$ cat src/design/cubic_bezier_step_vectors_unit_defines.svh
// ----------------------------------------------------------------------------
// Cubic Bezier step vectors - assertion macros
// Property checks for simulation; empty under synthesis.
// ----------------------------------------------------------------------------
`ifndef CUBIC_BEZIER_STEP_VECTORS_UNIT_DEFINES_SVH
`define CUBIC_BEZIER_STEP_VECTORS_UNIT_DEFINES_SVH
`ifndef SYNTHESIS
`define CBSV_ASSERT(lbl, clk, rst, prop) \
   lbl: assert property (@(posedge clk) disable iff (rst) prop) \
      else $error("cbsv: property check failed");
`define CBSV_NEVER(lbl, clk, rst, expr) \
   lbl: assert property (@(posedge clk) disable iff (rst) !(expr)) \
      else $error("cbsv: forbidden condition seen");
`else
`define CBSV_ASSERT(lbl, clk, rst, prop)
`define CBSV_NEVER(lbl, clk, rst, expr)
`endif
`endif

$ cat src/design/cbsv_pkg.sv
// ----------------------------------------------------------------------------
// Cubic Bezier step vectors - shared package
// Default parameters, fixed port widths and payload types.
// ----------------------------------------------------------------------------
package cbsv_pkg;

   localparam int SEGMENTS_DEF    = 25;
   localparam int COORD_WIDTH_DEF = 16;
   localparam int FIELD_W         = 16;
   localparam int OUT_W           = 17;
   localparam int QUEUE_DEPTH     = 2;

   typedef logic signed [FIELD_W-1:0] coord_type;
   typedef logic signed [OUT_W-1:0]   step_type;

endpackage

$ cat src/design/cbsv_rsp_if.sv
// ----------------------------------------------------------------------------
// Cubic Bezier step vectors - step channel
// Valid/ready channel carrying one move-vector word.
// ----------------------------------------------------------------------------
interface cbsv_rsp_if;

   logic               valid;
   logic               ready;
   cbsv_pkg::step_type step_dx;
   cbsv_pkg::step_type step_dy;
   logic               last_step;

   modport source (
      output valid, step_dx, step_dy, last_step,
      input  ready
   );

   modport sink (
      input  valid, step_dx, step_dy, last_step,
      output ready
   );

endinterface

$ cat src/design/cbsv_back.sv
// ----------------------------------------------------------------------------
// Cubic Bezier step vectors - sample engine
// Forward-difference generator of biased numerators, a reciprocal multiply
// for the division by 2*S^3, and the differencing output register.
// ----------------------------------------------------------------------------
`include "cubic_bezier_step_vectors_unit_defines.svh"

module cbsv_back #(
   parameter int SEGMENTS    = cbsv_pkg::SEGMENTS_DEF,
   parameter int COORD_WIDTH = cbsv_pkg::COORD_WIDTH_DEF
) (
   input  logic                                              clock,
   input  logic                                              reset,
   input  logic                                              pop_valid,
   output logic                                              pop_ready,
   input  logic [6*($clog2(2*SEGMENTS**3)+COORD_WIDTH+1):0]  pop_data,
   cbsv_rsp_if.source                                        rsp_bus
);

   localparam int CW  = COORD_WIDTH;
   localparam int S3  = SEGMENTS**3;
   localparam int MOD = 2 * S3;
   localparam int XW  = $clog2(MOD) + CW + 1;
   localparam int EW  = 6 * XW + 1;
   localparam int QB  = CW + 1;
   localparam int DW  = QB + 1;
   localparam int LW  = $clog2(SEGMENTS + 1);
   localparam int OW  = cbsv_pkg::OUT_W;
   // floor(n / 2S^3) = floor(floor(n / 2) * R / 2^SH), R = ceil(2^SH / S^3)
   localparam int NW  = XW - 1;
   localparam int SH  = NW + $clog2(S3);
   localparam int PW  = NW + XW;
   localparam logic [63:0]   R_W   = ((64'd1 << SH) + 64'(S3) - 64'd1) / 64'(S3);
   localparam logic [XW-1:0] RECIP = R_W[XW-1:0];
   // numerator at t = 0 plus a bias of 2^CW quotient units
   localparam logic [XW-1:0] X0   = XW'(SEGMENTS**3) + (XW'(MOD) << CW);
   localparam logic [QB-1:0] BIAS = QB'(1) << CW;

   logic          en;
   logic          busy_ff;
   logic [LW-1:0] left_ff;
   logic          at_last;
   logic          take;
   logic          load;
   logic          emit;
   logic          e_line;
   logic [XW-1:0] e1 [2];
   logic [XW-1:0] e2 [2];
   logic [XW-1:0] e3 [2];

   logic [XW-1:0] gx_ff [2];
   logic [XW-1:0] g1_ff [2];
   logic [XW-1:0] g2_ff [2];
   logic [XW-1:0] g3_ff [2];

   logic          v0_ff;
   logic          v1_ff;
   logic          lst0_ff;
   logic          lst1_ff;
   logic [XW-1:0] num_ff  [2];
   logic [PW-1:0] prod_ff [2];
   logic [QB-1:0] quo_c   [2];

   logic [QB-1:0]        prev_ff [2];
   logic                 rsp_valid_ff;
   logic signed [OW-1:0] dx_ff;
   logic signed [OW-1:0] dy_ff;
   logic                 last_ff;
   logic signed [DW-1:0] dx_c;
   logic signed [DW-1:0] dy_c;

   assign en        = !rsp_valid_ff || rsp_bus.ready;
   assign at_last   = left_ff == '0;
   assign take      = en && (!busy_ff || at_last);
   assign pop_ready = take;
   assign load      = take && pop_valid;
   assign emit      = en && busy_ff;

   assign e_line = pop_data[EW-1];
   always_comb begin
      for (int ax = 0; ax < 2; ax++) begin
         e1[ax] = pop_data[ax*3*XW +: XW];
         e2[ax] = pop_data[ax*3*XW+XW +: XW];
         e3[ax] = pop_data[ax*3*XW+2*XW +: XW];
      end
   end

   // sequencer
   always_ff @(posedge clock) begin
      if (reset) begin
         busy_ff <= 1'b0;
         left_ff <= '0;
      end else if (load) begin
         busy_ff <= 1'b1;
         left_ff <= e_line ? '0 : LW'(SEGMENTS - 1);
      end else if (emit) begin
         if (at_last) begin
            busy_ff <= 1'b0;
         end else begin
            left_ff <= left_ff - 1'b1;
         end
      end
   end

   // forward differences, modulo 2^XW
   always_ff @(posedge clock) begin
      for (int ax = 0; ax < 2; ax++) begin
         if (load) begin
            gx_ff[ax] <= X0;
            g1_ff[ax] <= e1[ax];
            g2_ff[ax] <= e2[ax];
            g3_ff[ax] <= e3[ax];
         end else if (emit) begin
            gx_ff[ax] <= gx_ff[ax] + g1_ff[ax];
            g1_ff[ax] <= g1_ff[ax] + g2_ff[ax];
            g2_ff[ax] <= g2_ff[ax] + g3_ff[ax];
         end
      end
   end

   always_ff @(posedge clock) begin
      if (reset) begin
         v0_ff <= 1'b0;
         v1_ff <= 1'b0;
      end else if (en) begin
         v0_ff <= emit;
         v1_ff <= v0_ff;
      end
   end

   // biased numerator, then multiply by the reciprocal of 2*S^3
   always_ff @(posedge clock) begin
      if (en) begin
         lst0_ff <= at_last;
         lst1_ff <= lst0_ff;
         for (int ax = 0; ax < 2; ax++) begin
            num_ff[ax]  <= gx_ff[ax] + g1_ff[ax];
            prod_ff[ax] <= PW'(num_ff[ax][XW-1:1]) * PW'(RECIP);
         end
      end
   end

   always_comb begin
      for (int ax = 0; ax < 2; ax++) begin
         quo_c[ax] = prod_ff[ax][SH +: QB];
      end
   end

   assign dx_c = signed'({1'b0, quo_c[0]}) - signed'({1'b0, prev_ff[0]});
   assign dy_c = signed'({1'b0, quo_c[1]}) - signed'({1'b0, prev_ff[1]});

   always_ff @(posedge clock) begin
      if (reset) begin
         rsp_valid_ff <= 1'b0;
         prev_ff[0]   <= BIAS;
         prev_ff[1]   <= BIAS;
      end else if (en) begin
         rsp_valid_ff <= v1_ff;
         if (v1_ff) begin
            prev_ff[0] <= lst1_ff ? BIAS : quo_c[0];
            prev_ff[1] <= lst1_ff ? BIAS : quo_c[1];
         end
      end
   end

   always_ff @(posedge clock) begin
      if (en && v1_ff) begin
         dx_ff   <= OW'(dx_c);
         dy_ff   <= OW'(dy_c);
         last_ff <= lst1_ff;
      end
   end

   assign rsp_bus.valid     = rsp_valid_ff;
   assign rsp_bus.step_dx   = dx_ff;
   assign rsp_bus.step_dy   = dy_ff;
   assign rsp_bus.last_step = last_ff;

   `CBSV_NEVER(a_idle_count, clock, reset, !busy_ff && left_ff != '0)
   `CBSV_ASSERT(a_stall_hold, clock, reset, !en |=> $stable(v1_ff) && $stable(prod_ff[0]))
   `CBSV_ASSERT(a_last_mark, clock, reset, emit && at_last |=> v0_ff && lst0_ff)

endmodule
$ cat src/flat_wrapper.sv
// flat-port wrapper written by rule: the top's interface ports become plain ports
module cbsv_back_flat 
#(
   parameter int SEGMENTS    = cbsv_pkg::SEGMENTS_DEF,
   parameter int COORD_WIDTH = cbsv_pkg::COORD_WIDTH_DEF
)
  (clock, reset, pop_valid, pop_ready, pop_data, rsp_bus_valid, rsp_bus_step_dx, rsp_bus_step_dy, rsp_bus_last_step, rsp_bus_ready);
  cbsv_rsp_if rsp_bus_i ();
  input  logic clock;
  input  logic reset;
  input  logic pop_valid;
  output logic pop_ready;
  input  logic [6*($clog2(2*SEGMENTS**3)+COORD_WIDTH+1):0] pop_data;
  output wire logic [$bits(rsp_bus_i.valid)-1:0] rsp_bus_valid;
  output wire logic [$bits(rsp_bus_i.step_dx)-1:0] rsp_bus_step_dx;
  output wire logic [$bits(rsp_bus_i.step_dy)-1:0] rsp_bus_step_dy;
  output wire logic [$bits(rsp_bus_i.last_step)-1:0] rsp_bus_last_step;
  input wire logic [$bits(rsp_bus_i.ready)-1:0] rsp_bus_ready;
  assign rsp_bus_valid = rsp_bus_i.valid;
  assign rsp_bus_step_dx = rsp_bus_i.step_dx;
  assign rsp_bus_step_dy = rsp_bus_i.step_dy;
  assign rsp_bus_last_step = rsp_bus_i.last_step;
  assign rsp_bus_i.ready = rsp_bus_ready;
  cbsv_back #(.SEGMENTS(SEGMENTS), .COORD_WIDTH(COORD_WIDTH)) u_core (.clock(clock), .reset(reset), .pop_valid(pop_valid), .pop_ready(pop_ready), .pop_data(pop_data), .rsp_bus(rsp_bus_i));
endmodule
$ cat config.mk
export PLATFORM = sky130hd
export DESIGN_NAME = cbsv_back_flat
export DESIGN_NICKNAME = d
export VERILOG_FILES = /design/src/design/cbsv_pkg.sv /design/src/design/cbsv_rsp_if.sv /design/src/design/cbsv_back.sv /design/src/flat_wrapper.sv
export VERILOG_INCLUDE_DIRS = /design/src /design/src/design
export SDC_FILE = /design/constraint.sdc
export NUM_CORES = 2
export LEC_CHECK = 0
export BUFFER_PORTS_ARGS = -buffer_cell sky130_fd_sc_hd__buf_2
export CAP_MARGIN = 20
export CORE_ASPECT_RATIO = 1.2
export CORE_MARGIN = 3
export CORE_UTILIZATION = 55
export DETAILED_ROUTE_END_ITERATION = 16
export GPL_TIMING_DRIVEN = 1
export PLACE_DENSITY = 0.7
export SLEW_MARGIN = 10
export SYNTH_ARGS = -nofsm -noshare
export SYNTH_HDL_FRONTEND = slang
export SYNTH_SLANG_ARGS = --single-unit
$ cat constraint.sdc
create_clock -name clock -period 13.7 [get_ports clock]
set_clock_uncertainty 0.05 [all_clocks]
set_input_delay 2.74 -clock clock [delete_from_list [all_inputs] [get_ports clock]]
set_output_delay 2.74 -clock clock [all_outputs]
set_load 0.005 [all_outputs]
==> reports/qor.yml <==
clocking:
  clockBufferDepth: 3
  cts_tree: "done"
  root_buffer: "clkbuf_16"
  clock-sinks: 432
  clkTransAtPathRegs_ns: 0.06
  postCtsSetupRepairBufs: 0
  h-tree-depth: 2
  cts.repair.resized: 0
  cts-buffers-inserted: 49
  ctsHoldBuffers: 0
  clk_latency_ns: 0.63
setup_path:
  cp.arrival_ns: 9.23
  cpMaxStageDelayCell: "nor4_1"
  crit_type: "reg2reg"
  cp_max_fo: 7
  ff2ff_path_depth: 24
  r2r_slack_ns: 4.78
  cp-start-kind: "flip-flop"
  slowest_delay_ns: 0.69
  cpMostUsedCell: "fa_1"
  worstPathRequired_ns: 14.01
  end_kind: "flip-flop"
  path_cells: "inv_1, fa_1, inv_1, fa_1, inv_1, fa_1, fa_1, inv_1, fa_1, fa_1, fa_1, ha_1, ha_1, nand4_1, nor4_1, o2111ai_1, a21oi_1, a21oi_1, and4_1, or3_1, o21ai_0, a211o_1, a21oi_1, xnor2_1"
timing:
  timing.fmax_mhz: 112.1
  fin_crit_ns: 8.921
  setup-tns-final_ns: 0
  maxSlewViolCount: 0
  relSlewSlack_pct: 25.39
  tightest_slew_ns: 1.119
  rsz0062_at_grt: "no"
  final_hold_viol_count: 0
  finalCritPeriodShare_pct: 65.11
  finalSetupViolCount: 0
cells_and_area:
  seqCellArea_um2: 12880
  layout_commonest_cell: "inv_1"
  multi_input_area_um2: 38480
  final_cell_mix: "inv_1, ha_1, fa_1"
  final_nets: 7278
  final_cells: 6736
  drive_gt1_share_pct: 6.563
  area_delta_synth_final_pct: 7.859
  utilization_pct: 60.23
  n_fill_cell: 8296
routing:
  top_layer_used: "met5"
  wl_met1_um: 55950
  ant_nets: 0
  vias: 36940
  wl_met2_um: 61680
  wl_per_cell_um: 19.26
  drt_iter0_drc: 2195
  vias_per_cell: 5.484
  drt_pass1_iterations: 6
  wl_met3_um: 7586
  drc: 0
  drt-total-wl_um: 129800
die:
  core-area_um2: 99010
  rows: 126
  start_util_pct: 55.84
  die_area_um2: 104400
  die_y_um: 353.3
  ios: 234
  die_x_um: 295.4
synthesis:
  synth-edff-count: 423
  async_reset_ff_share_pct: 0
  yosys.area.top_type: "fa_1"
  syn_area_um2: 55290
  synthesis.nets: 7039
  synth_top_family_by_area: "adder cells"
  syn_avg_cell_area_um2: 10.68
  yosysTopAreaCellShare_pct: 26.07
  ys_dominant_reg_cell: "edfxtp_1"
  yosysSeqAreaShare_pct: 23.30
  ys_ff_latch: 432
  synth-simple-area-share_pct: 7.371
  synth_fa_ha_area_share_pct: 47.48
  synth-compound-area-share_pct: 10.11
  synthDistinctLibCells: 80
  netlist_instances: 5176
  synth.area.top_cells: "fa_1, edfxtp_1, ha_1"
  synth_xor_area_share_pct: 4.483
  synth_warnings: 0
  muxShareOfSynthArea_pct: 0.09505
min_path:
  min_path_cells: 2
  hp-class: "reg2reg"
grt:
  grt_max_degree: 193
  grt_pass1_wl_um: 207600
  grt_overflow: 0
  antenna_found_initial: 3
  grt.total_usage_pct: 25.42
  grt_pass1_vias: 39270
outcome:
  status: "finished, final reports clean"
place:
  gp_congestion: 0.9796
  hpwlAfterDp_um: 109300
  portBuffers: 233
  dp.cells: 6644
job:
  max_cap_violations: 0
==> final timing paths <==
kind                                                      from                               to
worst max-delay path            u_core.num_ff[0][20]$_DFFE_PN_  u_core.prod_ff[0][60]$_DFFE_PN_
worst min-delay path                 u_core.v0_ff$_SDFFE_PP0N_        u_core.v0_ff$_SDFFE_PP0N_
worst max register to register  u_core.num_ff[0][20]$_DFFE_PN_  u_core.prod_ff[0][60]$_DFFE_PN_
worst min register to register       u_core.v0_ff$_SDFFE_PP0N_        u_core.v0_ff$_SDFFE_PP0N_
==> layer usage <==
layer / vias to the layer above / global-route usage, %
met1: 17960 / 33.73
li1: 17870 / -
met5: - / 0
met2: 884 / 42.43
met3: 223 / 4.466
met4: 4 / 8.097
==> worst max-delay path, delay by kind of cell, from the launching register on <==
family | cells | cell delay [ns]
xor gates and xnor gates | 1 | 0.12
adders and majority gates | 9 | 4.11
AOI/OAI and AO/OA | 6 | 1.59
DFF | 1 | 0.66
and+or+nand+nor | 4 | 1.60
buffers and inverters | 4 | 0.49
==> sequential cells by signal (all words and copies together) (netlist names), 5 cells and up <==
name                    count
u_core.g1_ff               64
u_core.g2_ff               64
u_core.g3_ff               64
u_core.gx_ff               64
u_core.num_ff              62
u_core.prev_ff             34
u_core.prod_ff             34
u_core.rsp_bus.step_dx     17
u_core.rsp_bus.step_dy     17
u_core.left_ff              5
==> kinds of logic after synthesis <==
family / count (synthesis)
flops: 432
fa+ha+maj: 1666
buf+inv: 1055
mux: 5
compound gates: 895
xor+xnor: 283
simple gates: 840
==> cell usage after synthesis (78+ instances only) <==
master / number
a21o_1: 148
a21oi_1: 243
and2_1: 78
edfxtp_1: 423
fa_1: 720
ha_1: 946
inv_1: 997
nand2_1: 280
nor2_1: 161
o21ai_0: 248
xnor2_1: 139
xor2_1: 144
==> final cells by class <==
class	instances	area share, %
diodes	1	0.004196
clock buffers	62	2.207
clock inverters	29	0.5623
inverters	999	6.294
multi-input cells	3689	64.53
flip-flops and latches	432	21.60
well taps	1280	2.686
repair buffers	244	2.115
==> stage by stage <==
stage / hold WS (ns) / cell area (um^2) / setup slack [ns]
final: 0.4017 / 59630 / 4.780
after global placement: 0.3926 / 57980 / 4.998
after global routing: 0.4434 / 59630 / 4.364
after detailed placement: 0.3981 / 57980 / 4.888
after floorplan: 0.3503 / 55290 / 1.988
after CTS: 0.4064 / 59630 / 4.859
Power is not shown: default switching activity piles up to over one toggle a cycle in this logic, so the estimate is an artifact.
