## src/design/cubic_bezier_step_vectors_unit_defines.svh

```systemverilog
// ----------------------------------------------------------------------------
// Cubic Bezier step vectors - assertion macros
// Property checks for simulation; empty under synthesis.
// ----------------------------------------------------------------------------
`ifndef CUBIC_BEZIER_STEP_VECTORS_UNIT_DEFINES_SVH
`define CUBIC_BEZIER_STEP_VECTORS_UNIT_DEFINES_SVH
`ifndef SYNTHESIS
`define CBSV_ASSERT(lbl, clk, rst, prop) \
   lbl: assert property (@(posedge clk) disable iff (rst) prop) \
      else $error("cbsv: property check failed");
`define CBSV_NEVER(lbl, clk, rst, expr) \
   lbl: assert property (@(posedge clk) disable iff (rst) !(expr)) \
      else $error("cbsv: forbidden condition seen");
`else
`define CBSV_ASSERT(lbl, clk, rst, prop)
`define CBSV_NEVER(lbl, clk, rst, expr)
`endif
`endif

```

## src/design/cbsv_pkg.sv

```systemverilog
// ----------------------------------------------------------------------------
// Cubic Bezier step vectors - shared package
// Default parameters, fixed port widths and payload types.
// ----------------------------------------------------------------------------
package cbsv_pkg;

   localparam int SEGMENTS_DEF    = 25;
   localparam int COORD_WIDTH_DEF = 16;
   localparam int FIELD_W         = 16;
   localparam int OUT_W           = 17;
   localparam int QUEUE_DEPTH     = 2;

   typedef logic signed [FIELD_W-1:0] coord_type;
   typedef logic signed [OUT_W-1:0]   step_type;

endpackage

```

## src/design/cbsv_req_if.sv

```systemverilog
// ----------------------------------------------------------------------------
// Cubic Bezier step vectors - curve channel
// Valid/ready channel carrying one curve word.
// ----------------------------------------------------------------------------
interface cbsv_req_if;

   logic                valid;
   logic                ready;
   logic                is_line;
   cbsv_pkg::coord_type start_x;
   cbsv_pkg::coord_type start_y;
   cbsv_pkg::coord_type ctrl1_x;
   cbsv_pkg::coord_type ctrl1_y;
   cbsv_pkg::coord_type ctrl2_x;
   cbsv_pkg::coord_type ctrl2_y;
   cbsv_pkg::coord_type end_x;
   cbsv_pkg::coord_type end_y;

   modport source (
      output valid, is_line, start_x, start_y, ctrl1_x, ctrl1_y,
             ctrl2_x, ctrl2_y, end_x, end_y,
      input  ready
   );

   modport sink (
      input  valid, is_line, start_x, start_y, ctrl1_x, ctrl1_y,
             ctrl2_x, ctrl2_y, end_x, end_y,
      output ready
   );

endinterface

```

## src/design/cbsv_front.sv

```systemverilog
// ----------------------------------------------------------------------------
// Cubic Bezier step vectors - front end
// Accepts curve words, forms power-basis coefficients and the initial
// forward differences (scaled numerator units) pushed to the work queue.
// ----------------------------------------------------------------------------
module cbsv_front #(
   parameter int SEGMENTS    = cbsv_pkg::SEGMENTS_DEF,
   parameter int COORD_WIDTH = cbsv_pkg::COORD_WIDTH_DEF
) (
   input  logic                                              clock,
   input  logic                                              reset,
   cbsv_req_if.sink                                          req_bus,
   output logic                                              push_valid,
   input  logic                                              push_ready,
   output logic [6*($clog2(2*SEGMENTS**3)+COORD_WIDTH+1):0]  push_data
);

   localparam int CW  = COORD_WIDTH;
   localparam int QW  = CW + 1;
   localparam int KW  = CW + 5;
   localparam int MOD = 2 * SEGMENTS**3;
   localparam int XW  = $clog2(MOD) + CW + 1;
   localparam int EW  = 6 * XW + 1;
   localparam logic [XW-1:0] S_X  = XW'(SEGMENTS);
   localparam logic [XW-1:0] SS_X = XW'(SEGMENTS * SEGMENTS);
   localparam logic [XW-1:0] M_X  = XW'(MOD);

   logic signed [CW-1:0] p [8];
   logic signed [QW-1:0] q1 [2];
   logic signed [QW-1:0] q2 [2];
   logic signed [QW-1:0] q3 [2];
   logic signed [KW-1:0] ka_in [2];
   logic signed [KW-1:0] kb_in [2];
   logic signed [KW-1:0] kc_in [2];

   logic                 s1_v_ff;
   logic                 line1_ff;
   logic signed [KW-1:0] ka_ff [2];
   logic signed [KW-1:0] kb_ff [2];
   logic signed [KW-1:0] kc_ff [2];
   logic signed [QW-1:0] lq_ff [2];

   logic                 s2_v_ff;
   logic                 line2_ff;
   logic [XW-1:0]        ta_ff [2];
   logic [XW-1:0]        tb_ff [2];
   logic [XW-1:0]        tc_ff [2];
   logic [XW-1:0]        tq_ff [2];

   logic                 s1_rdy;
   logic                 s2_rdy;

   assign p[0] = CW'(req_bus.start_x);
   assign p[1] = CW'(req_bus.start_y);
   assign p[2] = CW'(req_bus.ctrl1_x);
   assign p[3] = CW'(req_bus.ctrl1_y);
   assign p[4] = CW'(req_bus.ctrl2_x);
   assign p[5] = CW'(req_bus.ctrl2_y);
   assign p[6] = CW'(req_bus.end_x);
   assign p[7] = CW'(req_bus.end_y);

   // q relative to start point; a = q3-3q2+3q1, b = 3q2-6q1, c = 3q1
   always_comb begin
      for (int ax = 0; ax < 2; ax++) begin
         q1[ax] = QW'(p[2+ax]) - QW'(p[ax]);
         q2[ax] = QW'(p[4+ax]) - QW'(p[ax]);
         q3[ax] = QW'(p[6+ax]) - QW'(p[ax]);
         ka_in[ax] = KW'(q3[ax]) - (KW'(q2[ax]) <<< 1) - KW'(q2[ax])
                   + (KW'(q1[ax]) <<< 1) + KW'(q1[ax]);
         kb_in[ax] = (KW'(q2[ax]) <<< 1) + KW'(q2[ax])
                   - (KW'(q1[ax]) <<< 2) - (KW'(q1[ax]) <<< 1);
         kc_in[ax] = (KW'(q1[ax]) <<< 1) + KW'(q1[ax]);
      end
   end

   assign s2_rdy        = !s2_v_ff || push_ready;
   assign s1_rdy        = !s1_v_ff || s2_rdy;
   assign req_bus.ready = s1_rdy;
   assign push_valid    = s2_v_ff;

   always_ff @(posedge clock) begin
      if (reset) begin
         s1_v_ff <= 1'b0;
         s2_v_ff <= 1'b0;
      end else begin
         if (s1_rdy) begin
            s1_v_ff <= req_bus.valid;
         end
         if (s2_rdy) begin
            s2_v_ff <= s1_v_ff;
         end
      end
   end

   always_ff @(posedge clock) begin
      if (s1_rdy && req_bus.valid) begin
         line1_ff <= req_bus.is_line;
         for (int ax = 0; ax < 2; ax++) begin
            ka_ff[ax] <= ka_in[ax];
            kb_ff[ax] <= kb_in[ax];
            kc_ff[ax] <= kc_in[ax];
            lq_ff[ax] <= q3[ax];
         end
      end
      // constant multiplies, modulo 2^XW
      if (s2_rdy && s1_v_ff) begin
         line2_ff <= line1_ff;
         for (int ax = 0; ax < 2; ax++) begin
            ta_ff[ax] <= XW'(ka_ff[ax]);
            tb_ff[ax] <= XW'(kb_ff[ax]) * S_X;
            tc_ff[ax] <= XW'(kc_ff[ax]) * SS_X;
            tq_ff[ax] <= XW'(lq_ff[ax]) * M_X;
         end
      end
   end

   // D1 = 2(a+Sb+S^2c), D2 = 12a+4Sb, D3 = 12a; a line jumps straight by M*q3
   always_comb begin
      push_data = '0;
      push_data[EW-1] = line2_ff;
      for (int ax = 0; ax < 2; ax++) begin
         push_data[ax*3*XW +: XW] = line2_ff ? tq_ff[ax]
                                   : ((ta_ff[ax] + tb_ff[ax] + tc_ff[ax]) << 1);
         push_data[ax*3*XW+XW +: XW] = (ta_ff[ax] << 3) + (ta_ff[ax] << 2)
                                      + (tb_ff[ax] << 2);
         push_data[ax*3*XW+2*XW +: XW] = (ta_ff[ax] << 3) + (ta_ff[ax] << 2);
      end
   end

endmodule

```

## src/flat_wrapper.sv

```systemverilog
// flat-port wrapper written by rule: the top's interface ports become plain ports
module cbsv_front_flat 
#(
   parameter int SEGMENTS    = cbsv_pkg::SEGMENTS_DEF,
   parameter int COORD_WIDTH = cbsv_pkg::COORD_WIDTH_DEF
)
  (clock, reset, push_valid, push_ready, push_data, req_bus_valid, req_bus_is_line, req_bus_start_x, req_bus_start_y, req_bus_ctrl1_x, req_bus_ctrl1_y, req_bus_ctrl2_x, req_bus_ctrl2_y, req_bus_end_x, req_bus_end_y, req_bus_ready);
  cbsv_req_if req_bus_i ();
  input  logic clock;
  input  logic reset;
  output logic push_valid;
  input  logic push_ready;
  output logic [6*($clog2(2*SEGMENTS**3)+COORD_WIDTH+1):0] push_data;
  input wire logic [$bits(req_bus_i.valid)-1:0] req_bus_valid;
  input wire logic [$bits(req_bus_i.is_line)-1:0] req_bus_is_line;
  input wire logic [$bits(req_bus_i.start_x)-1:0] req_bus_start_x;
  input wire logic [$bits(req_bus_i.start_y)-1:0] req_bus_start_y;
  input wire logic [$bits(req_bus_i.ctrl1_x)-1:0] req_bus_ctrl1_x;
  input wire logic [$bits(req_bus_i.ctrl1_y)-1:0] req_bus_ctrl1_y;
  input wire logic [$bits(req_bus_i.ctrl2_x)-1:0] req_bus_ctrl2_x;
  input wire logic [$bits(req_bus_i.ctrl2_y)-1:0] req_bus_ctrl2_y;
  input wire logic [$bits(req_bus_i.end_x)-1:0] req_bus_end_x;
  input wire logic [$bits(req_bus_i.end_y)-1:0] req_bus_end_y;
  output wire logic [$bits(req_bus_i.ready)-1:0] req_bus_ready;
  assign req_bus_i.valid = req_bus_valid;
  assign req_bus_i.is_line = req_bus_is_line;
  assign req_bus_i.start_x = req_bus_start_x;
  assign req_bus_i.start_y = req_bus_start_y;
  assign req_bus_i.ctrl1_x = req_bus_ctrl1_x;
  assign req_bus_i.ctrl1_y = req_bus_ctrl1_y;
  assign req_bus_i.ctrl2_x = req_bus_ctrl2_x;
  assign req_bus_i.ctrl2_y = req_bus_ctrl2_y;
  assign req_bus_i.end_x = req_bus_end_x;
  assign req_bus_i.end_y = req_bus_end_y;
  assign req_bus_ready = req_bus_i.ready;
  cbsv_front #(.SEGMENTS(SEGMENTS), .COORD_WIDTH(COORD_WIDTH)) u_core (.clock(clock), .reset(reset), .req_bus(req_bus_i), .push_valid(push_valid), .push_ready(push_ready), .push_data(push_data));
endmodule
```

## config.mk

```make
export PLATFORM = sky130hd
export DESIGN_NAME = cbsv_front_flat
export DESIGN_NICKNAME = d
export VERILOG_FILES = /design/src/design/cubic_bezier_step_vectors_unit_defines.svh /design/src/design/cbsv_pkg.sv /design/src/design/cbsv_req_if.sv /design/src/design/cbsv_front.sv /design/src/flat_wrapper.sv
export SDC_FILE = /design/constraint.sdc
export NUM_CORES = 2
export LEC_CHECK = 0
export ABC_AREA = 1
export BUFFER_PORTS_ARGS = -buffer_cell sky130_fd_sc_hd__buf_2
export CORE_MARGIN = 8
export CORE_UTILIZATION = 60
export CTS_CLUSTER_DIAMETER = 100
export DETAILED_ROUTE_END_ITERATION = 6
export PLACE_DENSITY_LB_ADDON = 0.3
export SYNTH_ARGS = -nofsm -noshare
export SYNTH_HDL_FRONTEND = slang
export SYNTH_SLANG_ARGS = --single-unit
```

## constraint.sdc

```tcl
create_clock -name clock -period 13.6 [get_ports clock]
set_clock_uncertainty 0.15 [all_clocks]
set_input_delay 0.68 -clock clock [delete_from_list [all_inputs] [get_ports clock]]
set_output_delay 0.68 -clock clock [all_outputs]
set_load 0.02 [all_outputs]
```

==> metrics <==
slew margin rel.=28.9%; clock latency on the worst-skew pair=0.63 ns; number of placement rows=118; DRT antenna net count=0; routed length per instance=20.1 um; worst hold path type=input pin to flop; number of setup buffers added after CTS=0; setup violation total in the final timing report=0; number of pins exceeding their max-slew limit in the final report=0; number of fill cells in the layout=9,178; worst slack at placement=7.15 ns; global-route wire length before repair=313,000 um; pin count of the biggest net entering global routing=157; GP Congestion=1.03; DR DRC count=1; total detailed-routing wirelength=203,000 um; Boundary Pins=328; PortBufs=317; number of instances in the synthesized netlist=8,349; Yosys cell types=54; depth of the CTS H-tree=2; horizontal die dimension=339 um; share of the core filled with cells in the final layout=65.1%; core region area=0.103 mm2; critical-path maximum fanout=5; Die Outline Area=0.115 mm2; violations in the final reports=design-rule violations; number of optimization iterations in the first detailed-route pass=7; Post-synth EDFFs=378; Final Hold Vio Count=0; primary flip-flop cell chosen by synthesis mapping=sky130_fd_sc_hd__edfxtp_1; unrepaired setup endpoints after global routing=false; flip-flop and latch count after synthesis=380; post-cts sizing count=0; First DRT Iteration DRCs=4,473; share of the clock period used by the worst path after layout=43.7%; per-instance average area after synthesis=7.49 um2; Yosys warnings=0; Root Buffer Master=sky130_fd_sc_hd__clkbuf_16; area delta synth->final=7.70%; sequential-to-total area share from yosys stat=18.2%; Cell Area, Synth=0.0625 mm2; fraction of registers with async set or reset after synthesis=0%; number of CTS-inserted buffers=49; Total Routing Usage GR=34.3%; Highest Clock Rate=168 MHz; category of the worst setup path capture point=flop; number of global-route vias before repair=57,007; Net count, final=10,247; TritonCTS clock tree=done; aggregate global routing overflow=0; run status=finished with violations; Vias/cell=5.69; HPWL after DPL=177,000 um; critical path arrival=6.16 ns; Die Y-Extent=339 um; Setup TNS=0 ns; Sink Count=380; vias post-DR=57,510; # Max-Cap Violations=0; area of the multi-input gates=0.0447 mm2; time the worst path needs with I/O delays and setup=5.95 ns; Clock Tree Buf Depth=3; type of element launching the critical path=input pin; proportion of layout cells with a drive suffix above 1=5.66%; initial antenna violation count=2; Post-CTS Hold Buffers=0; initial standard-cell utilization of the core=60.4%; Clock transition at path regs=0.05 ns; class of the most critical setup path=input pin to flop; slew at the pin closest to its max-slew limit=1.06 ns; FF+latch area=0.0114 mm2; min setup slack post-route=7.65 ns; worst path required time=13.81 ns
## final cells by class
cell class	instances	share of cell area [%]
Timing Repair Buffer	334	2.56
Multi-Input combinational cell	6277	66.4
Antenna cell	1	0.00372
Tap cell	1380	2.56
Inverter	1655	9.23
Sequential cell	380	16.9
Clock inverter	27	0.420
Clock buffer	61	1.95
## sequential cells by signal, summed over array words and instances (netlist names)
name and count:
u_core.ka_ff 42, u_core.lq_ff 34, u_core.kc_ff 38, u_core.s1_v_ff 1, u_core.tq_ff 62, u_core.line1_ff 1, u_core.push_valid 1, u_core.line2_ff 1
u_core.tb_ff 54, u_core.tc_ff 62, u_core.kb_ff 42, u_core.ta_ff 42
## critical path, stage by stage
cell,delay [ns]
sky130_fd_sc_hd__buf_2,0.10
sky130_fd_sc_hd__inv_1,0.05
sky130_fd_sc_hd__ha_1,0.23
sky130_fd_sc_hd__fa_1,0.45
sky130_fd_sc_hd__xnor2_1,0.59
sky130_fd_sc_hd__inv_1,0.26
sky130_fd_sc_hd__fa_1,0.49
sky130_fd_sc_hd__ha_1,0.38
sky130_fd_sc_hd__nand2_1,0.08
sky130_fd_sc_hd__nand2_1,0.06
sky130_fd_sc_hd__o21ai_0,0.16
sky130_fd_sc_hd__o21ai_0,0.35
sky130_fd_sc_hd__nand4_1,0.15
sky130_fd_sc_hd__nand2_1,0.10
sky130_fd_sc_hd__xor2_1,0.24
sky130_fd_sc_hd__fa_1,0.47
sky130_fd_sc_hd__ha_1,0.39
sky130_fd_sc_hd__a21oi_1,0.30
sky130_fd_sc_hd__o21ai_0,0.21
sky130_fd_sc_hd__a21oi_1,0.18
sky130_fd_sc_hd__nand3_1,0.10
sky130_fd_sc_hd__xor2_1,0.14
## cells in the mapped netlist (9+ instances only)
library cell	count	area [um2]
sky130_fd_sc_hd__a21boi_0	24	180
sky130_fd_sc_hd__a21boi_1	9	67.6
sky130_fd_sc_hd__a21o_1	47	353
sky130_fd_sc_hd__a21oi_1	558	2790
sky130_fd_sc_hd__a21oi_2	9	78.8
sky130_fd_sc_hd__a31oi_1	30	188
sky130_fd_sc_hd__and2_1	10	62.6
sky130_fd_sc_hd__buf_4	30	225
sky130_fd_sc_hd__edfxtp_1	378	11400
sky130_fd_sc_hd__fa_1	452	9050
sky130_fd_sc_hd__ha_1	965	12100
sky130_fd_sc_hd__inv_1	1643	6170
sky130_fd_sc_hd__inv_2	11	41.3
sky130_fd_sc_hd__nand2_1	2002	7510
sky130_fd_sc_hd__nand2_2	26	163
sky130_fd_sc_hd__nand3_1	466	2330
sky130_fd_sc_hd__nand3b_1	21	158
sky130_fd_sc_hd__nand4_1	148	926
sky130_fd_sc_hd__nor2_1	533	2000
sky130_fd_sc_hd__nor3_1	102	510
sky130_fd_sc_hd__nor4_1	13	81.3
sky130_fd_sc_hd__o21a_1	20	150
sky130_fd_sc_hd__o21ai_0	304	1520
sky130_fd_sc_hd__o21ai_1	30	150
sky130_fd_sc_hd__o21ai_2	12	105
sky130_fd_sc_hd__o21bai_1	46	345
sky130_fd_sc_hd__or2_2	16	100
sky130_fd_sc_hd__xnor2_1	112	981
sky130_fd_sc_hd__xor2_1	273	2390
## layer usage
metal	wire length (um)	GRT usage (%)	vias up
met5	27	0	-
met4	13000	18.4	4
met3	13400	4.44	523
met2	96000	59.1	2195
met1	80900	41.6	27068
li1	-	-	27720
## cell usage in the layout (no fill, tap or decap), types with 20 or more instances in the layout
cell type                      n
sky130_fd_sc_hd__a21o_1       47
sky130_fd_sc_hd__clkbuf_16    51
sky130_fd_sc_hd__o21ai_0     304
sky130_fd_sc_hd__edfxtp_1    378
sky130_fd_sc_hd__fa_1        452
sky130_fd_sc_hd__ha_1        965
sky130_fd_sc_hd__xnor2_1     112
sky130_fd_sc_hd__nand4_1     148
sky130_fd_sc_hd__a21oi_1     557
sky130_fd_sc_hd__nand2_1    2002
sky130_fd_sc_hd__buf_2       317
sky130_fd_sc_hd__nor2_1      533
sky130_fd_sc_hd__xor2_1      273
sky130_fd_sc_hd__nor3_1      102
sky130_fd_sc_hd__a21boi_0     24
sky130_fd_sc_hd__o21ai_1      30
sky130_fd_sc_hd__nand3b_1     21
sky130_fd_sc_hd__o21bai_1     46
sky130_fd_sc_hd__o21a_1       20
sky130_fd_sc_hd__nand2_2      26
sky130_fd_sc_hd__a31oi_1      30
sky130_fd_sc_hd__nand3_1     466
sky130_fd_sc_hd__inv_1      1642
## per-stage QoR
step / instances / instance area (um2) / hold slack [ns]
after floorplan: 8358 / 62600 / 0.250
after global placement: 10026 / 65700 / 0.252
after detailed placement: 10026 / 65700 / 0.255
after CTS: 10114 / 67300 / 0.0459
after global routing: 10114 / 67300 / 0.0677
final: 10115 / 67300 / 0.0799
## logic make-up after synthesis
logic type,after synthesis,synth area share (%)
AO/OA/AOI/OAI,1108,9.75
XOR/XNOR,389,5.51
adder cells (fa/ha/maj),1417,33.8
buffers and inverters,1701,10.4
flip-flops,380,18.2
other,1,0.00600
AND/OR/NAND/NOR,3353,22.3
## path summary, 6_finish.rpt
path	startpoint	slack, ns	end	cells after the start
worst max register to register	u_core.lq_ff[0][5]$_DFFE_PP_	7.86	u_core.tq_ff[0][27]$_DFFE_PP_	17
worst min-delay path	reset	0.08	u_core.s1_v_ff$_SDFFE_PP0N_	2
worst min register to register	u_core.ka_ff[0][1]$_DFFE_PP_	0.26	u_core.ta_ff[0][1]$_DFFE_PP_	0
worst max-delay path	req_bus_ctrl2_x[0]	7.65	u_core.ka_ff[0][19]$_DFFE_PP_	22
Power is not shown: default switching activity piles up to over one toggle a cycle in this logic, so the estimate is an artifact.
