==> src/design/cubic_bezier_step_vectors_unit_defines.svh <==
// ----------------------------------------------------------------------------
// Cubic Bezier step vectors - assertion macros
// Property checks for simulation; empty under synthesis.
// ----------------------------------------------------------------------------
`ifndef CUBIC_BEZIER_STEP_VECTORS_UNIT_DEFINES_SVH
`define CUBIC_BEZIER_STEP_VECTORS_UNIT_DEFINES_SVH
`ifndef SYNTHESIS
`define CBSV_ASSERT(lbl, clk, rst, prop) \
   lbl: assert property (@(posedge clk) disable iff (rst) prop) \
      else $error("cbsv: property check failed");
`define CBSV_NEVER(lbl, clk, rst, expr) \
   lbl: assert property (@(posedge clk) disable iff (rst) !(expr)) \
      else $error("cbsv: forbidden condition seen");
`else
`define CBSV_ASSERT(lbl, clk, rst, prop)
`define CBSV_NEVER(lbl, clk, rst, expr)
`endif
`endif

==> src/design/cbsv_pkg.sv <==
// ----------------------------------------------------------------------------
// Cubic Bezier step vectors - shared package
// Default parameters, fixed port widths and payload types.
// ----------------------------------------------------------------------------
package cbsv_pkg;

   localparam int SEGMENTS_DEF    = 25;
   localparam int COORD_WIDTH_DEF = 16;
   localparam int FIELD_W         = 16;
   localparam int OUT_W           = 17;
   localparam int QUEUE_DEPTH     = 2;

   typedef logic signed [FIELD_W-1:0] coord_type;
   typedef logic signed [OUT_W-1:0]   step_type;

endpackage

==> src/design/cbsv_queue.sv <==
// ----------------------------------------------------------------------------
// Cubic Bezier step vectors - work queue
// Small FIFO between the front end and the sample engine.
// ----------------------------------------------------------------------------
`include "cubic_bezier_step_vectors_unit_defines.svh"

module cbsv_queue #(
   parameter int WIDTH = 8,
   parameter int DEPTH = cbsv_pkg::QUEUE_DEPTH
) (
   input  logic             clock,
   input  logic             reset,
   input  logic             push_valid,
   output logic             push_ready,
   input  logic [WIDTH-1:0] push_data,
   output logic             pop_valid,
   input  logic             pop_ready,
   output logic [WIDTH-1:0] pop_data
);

   localparam int AW  = (DEPTH > 1) ? $clog2(DEPTH) : 1;
   localparam int CNW = $clog2(DEPTH + 1);

   logic [WIDTH-1:0] mem_ff [DEPTH];
   logic [AW-1:0]    wr_ff;
   logic [AW-1:0]    rd_ff;
   logic [CNW-1:0]   cnt_ff;
   logic             do_push;
   logic             do_pop;

   assign push_ready = cnt_ff != CNW'(DEPTH);
   assign pop_valid  = cnt_ff != '0;
   assign pop_data   = mem_ff[rd_ff];
   assign do_push    = push_valid && push_ready;
   assign do_pop     = pop_valid && pop_ready;

   always_ff @(posedge clock) begin
      if (reset) begin
         wr_ff  <= '0;
         rd_ff  <= '0;
         cnt_ff <= '0;
      end else begin
         if (do_push) begin
            wr_ff <= (wr_ff == AW'(DEPTH - 1)) ? '0 : wr_ff + 1'b1;
         end
         if (do_pop) begin
            rd_ff <= (rd_ff == AW'(DEPTH - 1)) ? '0 : rd_ff + 1'b1;
         end
         if (do_push && !do_pop) begin
            cnt_ff <= cnt_ff + 1'b1;
         end else if (do_pop && !do_push) begin
            cnt_ff <= cnt_ff - 1'b1;
         end
      end
   end

   always_ff @(posedge clock) begin
      if (do_push) begin
         mem_ff[wr_ff] <= push_data;
      end
   end

   `CBSV_NEVER(a_empty_ptrs, clock, reset, cnt_ff == '0 && wr_ff != rd_ff)
   `CBSV_NEVER(a_full_ptrs, clock, reset, cnt_ff == CNW'(DEPTH) && wr_ff != rd_ff)

endmodule

==> config.mk <==
export PLATFORM = sky130hd
export DESIGN_NAME = cbsv_queue
export DESIGN_NICKNAME = d
export VERILOG_FILES = /design/src/design/cbsv_pkg.sv /design/src/design/cbsv_queue.sv
export VERILOG_INCLUDE_DIRS = /design/src /design/src/design
export SDC_FILE = /design/constraint.sdc
export NUM_CORES = 1
export LEC_CHECK = 0
export BUFFER_PORTS_ARGS = -buffer_cell sky130_fd_sc_hd__buf_2
export CAP_MARGIN = 5
export CORE_ASPECT_RATIO = 0.7
export CORE_MARGIN = 1.5
export CORE_UTILIZATION = 30
export CTS_BUF_LIST = sky130_fd_sc_hd__clkbuf_16
export CTS_CLUSTER_SIZE = 12
export DETAILED_ROUTE_END_ITERATION = 8
export HOLD_SLACK_MARGIN = 0.12
export REMOVE_ABC_BUFFERS = 1
export SLEW_MARGIN = 40
export SYNTH_ARGS = -nofsm -noshare
export SYNTH_HDL_FRONTEND = slang
export SYNTH_SLANG_ARGS = --single-unit
==> constraint.sdc <==
create_clock -name clock -period 2.9 [get_ports clock]
set_input_delay 0.145 -clock clock [delete_from_list [all_inputs] [get_ports clock]]
set_output_delay 0.145 -clock clock [all_outputs]
set_load 0.005 [all_outputs]
==> results.md, run 1 <==
* VDD IR max at 0.215 mV
* Netlist cell types at 17
* Rel. slew slack at 0.742
* Core ar. at roughly 2500 sq um
* Final period util at 0.538
* Layout cells sized above 1 at 0.439
* Die height at between 40 and 50 um
* Clk Latency, worst-skew pair at 0.25 ns
* Synth warn at 0
* Final ANT Viol Nets at 0
* Critical path peak fanout at 5
* Initial DRT Pass Iterations at 4
* Largest net degree at the start of global routing at 13
* Die area at 3010 sq um
* Syn_area_per_cell at between 15 and 20 sq um
* PwrDens at 829 nW/um^2
* Grt ovf at 0
* Hold crit path type: input port to flop
* Pre-CTS setup slack at ~1.3 ns
* Initial Utilization at 0.323
* Max Slew Vio Count at 0
* CTS sink count at 21
* Seq/Total Area, Yosys at 0.720
* GP Congestion at 0.674
* Setup WS post-layout at about 1.3 ns
* Hold Vio Cnt, Final at 0
* Critical path startpoint category: flop
* Post-CTS sizing at 0
* CP Capture Type: flop
* Final Setup Violations at 0
* Arr. time, crit path at approximately 1.7 ns
* Top cells by area, synth: edfxtp_1, dfxtp_1, mux2_2, xor2_1, nand2b_4
* All-Layer GR Usage at 0.0928
* Total leakage power at 0.445 nW
* Clock Tree Buf Depth at 2
* Max-Cap Viols at 0
* Initial detailed-routing violation count at 11
* I/O Buffers at 21
* CTS tree: built
* Setup CP Type: flop to flop
* Site row count at 15
* Number of global-route vias before repair at roughly 470
* Cell at the slowest stage of the critical path: or3_1
* Synth Register Bits at 21
* Total CTS buffers at 3
* DRT Wirelength at 1.21 mm
* Vias post-DR at 484
* DRC Markers at 0
* Area Overhead vs Synth at 38.8%
* Clock skew at 0.00173 ns
* Syn Std Cell Area at around 800 sq um
* RSZ-0062 raised after global routing: false
* Antenna cells at 0
* Req. time, crit path at slightly above 3 ns
* Critical Path, Cell by Cell: nand2b_4, and2_1, ha_1, or3_1, a21oi_1
* Root Buffer: clkbuf_16
* Post-Syn Instances at between 40 and 50
* Yosys top cell by area: edfxtp_1
* Initial antenna violation count at 0
* Max stage delay on crit path at approximately 0.37 ns
* Hpwl dp at 857 um
* Via-to-Cell Ratio at around 4.2
* Post-CTS setup buffer count at 0
* H-tree levels at 1
* Final nets at 96
* Die width at 64.9 um
* Min Tclk post-route at 1.56 ns
* Setup Total Neg Slack at 0 ns
* Peak Freq at 641 MHz
* Share of the synthesized area in the top cell type at 0.596
* Status: completed
* First-pass GRT wire length at just under 2 mm
* Worst Tran Pin Value at 0.387 ns
* Mean routed wirelength per cell at about 10 um
* # IOs at 22
* Reg clk slew, reported paths at 0.05 ns
## cell usage in the layout (no fill, tap or decap)
| master | n |
|---|---|
| buf_2 | 21 |
| edfxtp_1 | 16 |
| dlygate4sd3_1 | 9 |
| mux2_2 | 8 |
| dfxtp_1 | 5 |
| xor2_1 | 3 |
| nor2_1 | 3 |
| clkbuf_16 | 3 |
| o21ai_0 | 2 |
| a21oi_1 | 2 |
| or2_2 | 1 |
| nand2b_4 | 1 |
| and3_1 | 1 |
| and2_1 | 1 |
| nand3b_1 | 1 |
| inv_1 | 1 |
| a21bo_2 | 1 |
| or3_1 | 1 |
| ha_1 | 1 |
| clkinv_2 | 1 |
## synthesized netlist by cell type
cell type	number
edfxtp_1	16
mux2_2	8
dfxtp_1	5
nor2_1	3
xor2_1	3
a21oi_1	2
o21ai_0	2
a21bo_2	1
and2_1	1
and3_1	1
buf_2	1
ha_1	1
inv_1	1
nand2b_4	1
nand3b_1	1
or2_2	1
or3_1	1
## kinds of logic after synthesis
group | share of synthesized area
xor+xnor | 0.0326
mux | 0.112
flops | 0.721
simple gates | 0.0714
fa+ha+maj | 0.0155
buf+inv | 0.0109
compound gates | 0.0373
## power by group
part	leakage, nW	internal [mW]	switching, mW
Sequential	0.191	0.383	0.0415
Clock	0.0409	0.184	0.0930
Combinational	0.214	0.132	0.0930
Total	0.445	0.700	0.227
## final timing paths
kind / from / to / slack (ns) / depth (start not counted)
worst max-delay path: cnt_ff[0]$_SDFFE_PP0P_ / cnt_ff[1]$_SDFFE_PP0P_ / 1.34 / 5
worst min-delay path: push_valid / wr_ff$_SDFFE_PP0N_ / 0.22 / 3
worst max register to register: cnt_ff[0]$_SDFFE_PP0P_ / cnt_ff[1]$_SDFFE_PP0P_ / 1.34 / 5
worst min register to register: rd_ff$_SDFFE_PP0P_ / rd_ff$_SDFFE_PP0P_ / 0.51 / 2
## worst max-delay path: cells and delay by family, from the launching register on
| family | cells | cell delay [ns] |
|---|---|---|
| DFF | 1 | 0.35 |
| adders and majority gates | 1 | 0.30 |
| and+or+nand+nor | 3 | 0.70 |
| AOI/OAI and AO/OA | 1 | 0.14 |
## final cells by class
type                       instances  area [sq um]
clock buffer                       3          75.1
clock inverter                     1          5.00
fill                             223          1380
inverter                           1          3.75
multi-input combinational         26           216
sequential                        21           581
tap                               34          42.5
timing repair buffer              30           195
## registers in the layout, indices dropped and copies added, names as in the netlist, named ones only
register and flops:
cnt_ff 2, wr_ff 1, mem_ff 16, rd_ff 1
## what timing repair did
item | in CTS | in global routing
hold endpoints to repair | 20 | 0
hold buffers | 9 | 0
endpoints found under the setup margin | 0 | 0
## layer usage
layer / vias to the layer above / part of all wire / wire [um] / track usage
met5: - / 0 / 0 / 0
met4: 0 / 0 / 0 / 0.0638
met3: 0 / 0.027 / 33 / 0.0220
met2: 10 / 0.51 / 623 / 0.163
met1: 230 / 0.46 / 557 / 0.104
li1: 244 / - / - / -
## stage by stage
| stage | total power [mW] | utilization | area (sq um) | hold slack (ns) | cells |
|---|---|---|---|---|---|
| after CTS | 0.942 | 0.448 | 1120 | 0.223 | 116 |
| after floorplan | 0.567 | - | 801 | 0.214 | 48 |
| final | 0.927 | 0.448 | 1120 | 0.220 | 116 |
| after detailed placement | 0.650 | 0.380 | 948 | 0.337 | 103 |
| after global routing | 0.986 | 0.448 | 1120 | 0.242 | 116 |
| after global placement | 0.643 | 0.380 | 948 | 0.333 | 103 |
Note: power is estimated with default switching activity, not from simulation.
==> inputs of run 2 (changes only) <==
--- a/config.mk
+++ b/config.mk
@@ -6,6 +6,7 @@
 export SDC_FILE = /design/constraint.sdc
 export NUM_CORES = 1
 export LEC_CHECK = 0
+export ABC_AREA = 1
 export BUFFER_PORTS_ARGS = -buffer_cell sky130_fd_sc_hd__buf_2
 export CAP_MARGIN = 5
 export CORE_ASPECT_RATIO = 0.7
==> constraint.sdc (replaced) <==
create_clock -name clock -period 1.3 [get_ports clock]
set_input_delay 0.065 -clock clock [delete_from_list [all_inputs] [get_ports clock]]
set_output_delay 0.065 -clock clock [all_outputs]
set_load 0.005 [all_outputs]
==> run 2 against run 1 <==
- clock skew grew 0.00080 ns
- hold slack lost 0.033 ns
- cell count grew 16%
- synthesized cell count grew 27%
- clock power grew 120%
- sequential power grew 120%
==> results.md, run 2 <==
* Primary FF master, synth: edfxtp_1
* Compound-gate portion of the synthesized area at 0.0242 (-0.0130)
* Global routing usage on met2 at 0.190 (+0.0270)
* All-Layer GR Usage at 0.111 (+0.0185)
* Die area at 3080 sq um (+2.3%)
* Biggest regs: mem_ff (16), cnt_ff (2)
* Final Setup Violations at 0 (unchanged)
* Critical path peak fanout at 4 (-1)
* Commonest non-fill, non-tap cell in the layout: buf_2
* Rel. slew slack at 0.896 (+0.154)
* Met3 Use GR at 0.0504 (+0.0284)
* Mux share of post-synthesis cell area at 0.109 (-0.00271)
* Final nets at 114 (+19%)
* Hold crit path type: input port to flop
* RSZ-0062 raised after global routing: true
* Max Slew Vio Count at 0 (unchanged)
* Initial Utilization at 0.326 (+0.00312)
* Initial DRT Pass Iterations at 4 (unchanged)
* Antenna cells at 0 (unchanged)
* Met1 GRT Util at 0.124 (+0.0203)
* Worst R2R Start: cnt_ff[0]$_SDFFE_PP0P_
* Total leakage power at 0.498 nW (+12%)
* Setup WS post-layout at 0.0526 ns (-1.29 ns)
* DRC Markers at 0 (unchanged)
* Max FFs per register at 16 (unchanged)
* Min Tclk post-route at 1.25 ns (-0.314 ns)
* Arr. time, crit path at 1.39 ns (-0.35 ns)
* Post-Syn Instances at 62 (+27%)
* Synth warn at 0 (unchanged)
* Largest net degree at the start of global routing at 12 (-1)
* Post-synthesis simple-gate area fraction at 0.105 (+0.0331)
* Layout cells sized above 1 at 0.470 (+0.0310)
* CTS sink count at 21 (unchanged)
* Die width at 65.7 um (+1.2%)
* Initial detailed-routing violation count at 25 (+14)
* Worst Hold Path EP: wr_ff$_SDFFE_PP0N_
* Initial antenna violation count at 0 (unchanged)
* Root Buffer: clkbuf_16
* Overall Power at 2.22 mW (+140%)
* Largest family of logic cells by synthesized area: multiplexers
* CP Capture Type: flop
* Yosys top cell by area: edfxtp_1
* Post-synthesis xor/xnor area fraction at 0 (-0.0326)
* Grt ovf at 0 (unchanged)
* DRT Wirelength at 1.51 mm (+25%)
* Core ar. at 2530 sq um (+1.5%)
* Synth Area in Adders at 0.0152 (-0.000376)
* Post-synth EDFFs at 16 (unchanged)
* Top reg by flops: mem_ff
* Netlist cell types at 17 (unchanged)
* Clk Latency, worst-skew pair at 0.25 ns (about the same)
* Status: completed
* Setup slack, reg-to-reg at 0.05 ns (-1.29 ns)
* Syn_area_per_cell at 13.3 sq um (-19%)
* Async SR Flop Fraction at 0 (unchanged)
* Cell area after layout at 1200 sq um (+7.7%)
* Reg clk slew, reported paths at 0.05 ns (about the same)
* Hold Path Depth at 5 (+2)
* Pre-CTS setup slack at -0.0198 ns (-1.35 ns)
* # IOs at 22 (unchanged)
* Area Overhead vs Synth at 45.9%
* Die height at 46.9 um (+1.2%)
* Clock skew at 0.00253 ns (+0.000795 ns)
* Reg-to-reg endpoint: cnt_ff[1]$_SDFFE_PP0P_
* Hold slack at 0.187 ns (-0.0327 ns)
* Vias post-DR at 575 (+19%)
* Busiest grt layer: met2
* Post-DP Area at 991 sq um (+4.5%)
* Critical path startpoint category: flop
* Leading cell type by number of instances after synthesis: edfxtp_1
* Top cells by area, synth: edfxtp_1, dfxtp_1, mux2_2, nand2_1, nor2_1
* PwrDens at 1840 nW/um^2 (+120%)
* Req. time, crit path at 1.45 ns (-1.63 ns)
* Setup CP Type: flop to flop
* Peak Freq at 802 MHz (+25%)
* Total CTS buffers at 3 (unchanged)
* Most frequent cells in the layout: buf_2, edfxtp_1, dlygate4sd3_1
* H-tree levels at 1 (unchanged)
* Syn Std Cell Area at 826 sq um (+2.5%)
* Final ANT Viol Nets at 0 (unchanged)
* Share of the synthesized area in the top cell type at 0.582 (-0.0145)
* Seq/Total Area, Yosys at 0.703 (-0.0175)
* Site row count at 15 (unchanged)
* Final period util at 0.960 (+0.421)
* Max-Cap Viols at 0 (unchanged)
* Worst Tran Pin Value at 0.156 ns (-0.231 ns)
* GP Congestion at 0.739 (+9.6%)
* R2R cell count at 10 (+5)
* First-pass GRT wire length at 2.37 mm (+21%)
* Commonest cells in the synthesized netlist: edfxtp_1, mux2_2, nand2_1, nor2_1, inv_1
* CTS tree: built
* Hpwl dp at 1.02 mm (+19%)
* Hold path start: push_valid
* Final core utilization at 0.476 (+0.0274)
* I/O Buffers at 21 (unchanged)
* Number of global-route vias before repair at 573 (+22%)
* Hold Vio Cnt, Final at 0 (unchanged)
* Synth Register Bits at 21 (unchanged)
* Via-to-Cell Ratio at 4.29 (+2.8%)
* Mean routed wirelength per cell at 11.3 um (+8.0%)
* VDD IR max at 0.923 mV (+330%)
* Clock Tree Buf Depth at 2 (unchanged)
-- run 2: cell count changes in the layout (fill, tap and decap cells not counted), sizes merged, moves of 2 or more --
cell and change:
xor2 -3, buf +4, nand2 +9, inv +7, nand3 +2, nor2 +4
-- run 2: kinds of logic after synthesis --
| family | Yosys count |
|---|---|
| AO/OA/AOI/OAI | 4 |
| multiplexers | 8 |
| AND/OR/NAND/NOR | 19 |
| buffers and inverters | 9 |
| adder cells (fa/ha/maj) | 1 |
| flip-flops | 21 |
-- run 2: metal layers --
metal,up-vias,part of all wire
met5,-,0
met4,0,0
met3,0,0.083
met2,22,0.45
met1,265,0.47
li1,288,-
-- run 2: how the worst max path moves through the flow --
stage	end	slack (ns)	cells past startpoint	from
after floorplan	mem_ff[1][0]$_DFFE_PP_	0.01	4	cnt_ff[0]$_SDFFE_PP0P_
after global placement	cnt_ff[1]$_SDFFE_PP0P_	0.04	9	cnt_ff[1]$_SDFFE_PP0P_
after detailed placement	cnt_ff[1]$_SDFFE_PP0P_	-0.02	10	cnt_ff[0]$_SDFFE_PP0P_
after CTS	cnt_ff[1]$_SDFFE_PP0P_	0.01	10	cnt_ff[0]$_SDFFE_PP0P_
after global routing	cnt_ff[1]$_SDFFE_PP0P_	-0.02	10	cnt_ff[0]$_SDFFE_PP0P_
final	cnt_ff[1]$_SDFFE_PP0P_	0.05	10	cnt_ff[0]$_SDFFE_PP0P_
-- run 2: power breakdown --
group          switching, mW  total, mW  internal, mW
Sequential            0.0749      0.945         0.870
Clock                  0.214      0.623         0.409
Combinational          0.320      0.654         0.334
-- run 2: area by class of cell --
cell class	instances	area (sq um)
clock buffer	3	75.1
clock inverter	1	3.75
fill	228	1330
inverter	8	31.3
multi-input combinational	32	226
sequential	21	587
tap	34	42.5
timing repair buffer	35	239
-- run 2: worst max-delay path, stage by stage, from the launching register on --
cell	delay [ns]
dfxtp_2	0.33
inv_2	0.07
nand2_2	0.07
nand2_4	0.08
clkinv_2	0.07
ha_4	0.27
inv_2	0.04
nand3_1	0.07
nand2_1	0.05
inv_1	0.05
nor2_1	0.04
-- run 2: through the flow --
step | instances | setup TNS (ns)
finish | 134 | 0
global route | 134 | -0.0352
CTS | 133 | 0
detailed placement | 119 | -0.0198
global placement | 119 | 0
floorplan | 61 | 0
-- run 2: repair_timing --
action                                 4_1_cts  5_1_grt
endpoints found under the hold margin       18        0
setup buffers                                0        1
hold buffers                                10        0
resized for setup                            3        6
pin swaps                                    0        1
setup endpoints to repair                    9        3
==> inputs of run 3 (changes only) <==
--- a/config.mk
+++ b/config.mk
@@ -11,7 +11,7 @@
 export CAP_MARGIN = 5
 export CORE_ASPECT_RATIO = 0.7
 export CORE_MARGIN = 1.5
-export CORE_UTILIZATION = 30
+export CORE_UTILIZATION = 35
 export CTS_BUF_LIST = sky130_fd_sc_hd__clkbuf_16
 export CTS_CLUSTER_SIZE = 12
 export DETAILED_ROUTE_END_ITERATION = 8
==> run 3 against run 2 <==
- critical path depth fell by 8
- core utilization is 8.0 points higher
- hold slack got worse by 0.013 ns
- power up 2.0%
- clock skew about the same
- via count rose by 0.17%
- sequential power increased by 1%
- final area grew 0.93%
- fmax up 0.67%
- non-clock buffer count rose by 1
- sequential cell count is the same
- clock power rose by 0.8%
- critical endpoint is now pop_data[5]
- largest power group unchanged
- highest routed layer is now met4
==> results.md, run 3 (same netlist as run 2, synthesis figures left out) <==
* Status: completed
* Initial Utilization at 0.377 (+0.0512)
* Hold slack at 0.174 ns (-0.0132 ns)
* H-tree levels at 1 (unchanged)
* Area Overhead vs Synth at 47.3%
* GP Congestion at 0.726 (-1.7%)
* Worst Tran Pin Value at 0.203 ns (+0.0468 ns)
* Die height at 43.6 um (-6.9%)
* Final nets at 115 (+0.88%)
* Clock Tree Buf Depth at 2 (unchanged)
* Max-Cap Viols at 0 (unchanged)
* Final period util at 0.953 (-0.00634)
* Most frequent cells in the layout: buf_2, edfxtp_1, dlygate4sd3_1
* Register area at 587 sq um (unchanged)
* Largest net degree at the start of global routing at 13 (+1)
* Arr. time, crit path at 1.17 ns (-0.22 ns)
* FILL cells at 192 (-16%)
* Largest delay share family, worst path: flip-flops
* Clock skew at 0.00213 ns (-0.000400 ns)
* Commonest non-fill, non-tap cell in the layout: buf_2
* Cell area after layout at 1220 sq um (+0.93%)
* Final Setup Violations at 0 (unchanged)
* CTS tree: built
* Mean routed wirelength per cell at 11.0 um (-3.0%)
* Cell at the slowest stage of the critical path: dfxtp_2
* Worst Hold Path EP: wr_ff$_SDFFE_PP0N_
* Site row count at 14 (-1)
* Via-to-Cell Ratio at 4.33 (+0.93%)
* DR WL met3 at 51 um (-59%)
* Met2 wire length at 730 um (+7.2%)
* Number of global-route vias before repair at 523 (-8.7%)
* Multi-input logic area at 234 sq um (+3.3%)
* # IOs at 22 (unchanged)
* Grt ovf at 0 (unchanged)
* Die area at 2660 sq um (-14%)
* DRT met1 WL at 641 um (-9.3%)
* Hold Vio Cnt, Final at 0 (unchanged)
* Root Buffer: clkbuf_16
* Min Tclk post-route at 1.24 ns (-0.00824 ns)
* Reg clk slew, reported paths at 0.05 ns (about the same)
* PwrDens at 1860 nW/um^2 (+1.0%)
* Max Used Layer: met4
* Layout cells sized above 1 at 0.495 (+0.0250)
* Final ANT Viol Nets at 0 (unchanged)
* Clk Latency, worst-skew pair at 0.25 ns (about the same)
* R2R cell count at 6 (-4)
* Setup CP Type: flop to output port
* Hold crit path type: input port to flop
* Post-DP Area at 988 sq um (-0.25%)
* CTS sink count at 21 (unchanged)
* Top reg by flops: mem_ff
* Total CTS buffers at 3 (unchanged)
* Core ar. at 2190 sq um (-14%)
* Crit path buf inv count at 1 (-3)
* Max FFs per register at 16 (unchanged)
* All-Layer GR Usage at 0.116 (+0.00426)
* Dpl cells at 117 (-1.7%)
* Setup slack, reg-to-reg at 0.07 ns (+0.02 ns)
* Critical path peak fanout at 8 (+4)
* Reg-to-reg endpoint: mem_ff[0][3]$_DFFE_PP_
* First-pass GRT wire length at 2.08 mm (-12%)
* DRT Wirelength at 1.46 mm (-3.7%)
* Fin cells at 133 (-0.75%)
* Rel. slew slack at 0.865 (-0.0312)
* Initial antenna violation count at 0 (unchanged)
* Initial DRT Pass Iterations at 4 (unchanged)
* Max Slew Vio Count at 0 (unchanged)
* Antenna cells at 0 (unchanged)
* Hold path start: push_valid
* Critical Path, Cell by Cell: mux2_2, buf_2
* Initial detailed-routing violation count at 9 (-64%)
* I/O Buffers at 21 (unchanged)
* Req. time, crit path at 1.24 ns (-0.21 ns)
* CP Capture Type: output port
* Critical path startpoint category: flop
* Worst R2R Start: cnt_ff[0]$_SDFFE_PP0P_
* Total leakage power at 0.505 nW (+1.5%)
* Peak Freq at 807 MHz (+0.67%)
* Max stage delay on crit path at 0.44 ns (+0.11 ns)
* Hpwl dp at 957 um (-6.2%)
* Die width at 61.1 um (-7.1%)
* VDD IR max at 0.936 mV (+1.5%)
* Vias post-DR at 576 (+0.17%)
* Hold Path Depth at 4 (-1)
* Biggest regs: mem_ff (16), cnt_ff (2)
* DRC Markers at 0 (unchanged)
## run 3: changes by cell type in the layout (fill, tap and decap cells not counted), sizes merged
cell	before	now
buf	25	26
## run 3: worst min-delay path: stages
cell	delay (ns)
buf_2	0.11
nand2_4	0.08
o21ai_1	0.06
nor2_1	0.07
## run 3: through the flow
| step | total power, mW | setup TNS (ns) | utilization | setup slack (ns) |
|---|---|---|---|---|
| final | 2.27 | 0 | 0.555 | 0.0608 |
| after floorplan | 1.28 | 0 | - | 0.00999 |
| after CTS | 2.19 | 0 | 0.534 | 0.00343 |
| after detailed placement | 1.51 | -0.0115 | 0.451 | -0.0115 |
| after global placement | 1.50 | 0 | 0.451 | 0.0398 |
| after global routing | 2.40 | -0.0149 | 0.555 | -0.0149 |
## run 3: area by class of cell
type / instances / area share
clock buffer: 3 / 0.0617
tap: 32 / 0.0329
clock inverter: 1 / 0.00412
timing repair buffer: 36 / 0.200
inverter: 8 / 0.0267
sequential: 21 / 0.483
multi-input combinational: 32 / 0.192
## run 3: repair_timing
action                                 CTS  global route
hold buffers                            10             0
resized for setup                        2             9
setup buffers                            0             2
gates cloned                             0             0
setup endpoints to repair                9             2
pin swaps                                0             5
endpoints found under the hold margin   18             0
## run 3: power breakdown
part	switching (mW)	internal (mW)	total, mW
clock network	0.216	0.412	0.628
logic	0.326	0.356	0.682
registers	0.0820	0.873	0.955
total	0.624	1.64	2.27
## run 3: worst max path at each step
| stage | endpoint | slack, ns | cells past startpoint | start |
|---|---|---|---|---|
| 4_1_cts | cnt_ff[1]$_SDFFE_PP0P_ | 0.003 | 10 | cnt_ff[0]$_SDFFE_PP0P_ |
| 6_report | pop_data[5] | 0.06 | 2 | flop |
| 3_5_place_dp | cnt_ff[1]$_SDFFE_PP0P_ | -0.01 | 10 | cnt_ff[0]$_SDFFE_PP0P_ |
| 5_1_grt | cnt_ff[1]$_SDFFE_PP0P_ | -0.01 | 10 | cnt_ff[0]$_SDFFE_PP0P_ |
| 2_1_floorplan | mem_ff[1][0]$_DFFE_PP_ | 0.01 | 4 | cnt_ff[0]$_SDFFE_PP0P_ |
| 3_3_place_gp | cnt_ff[1]$_SDFFE_PP0P_ | 0.04 | 9 | cnt_ff[1]$_SDFFE_PP0P_ |
## run 3: per-layer routing
metal,vias to the layer above,GRT usage
met5,-,0
met4,0,0.0652
met3,4,0.0537
met2,11,0.196
met1,268,0.116
li1,293,-
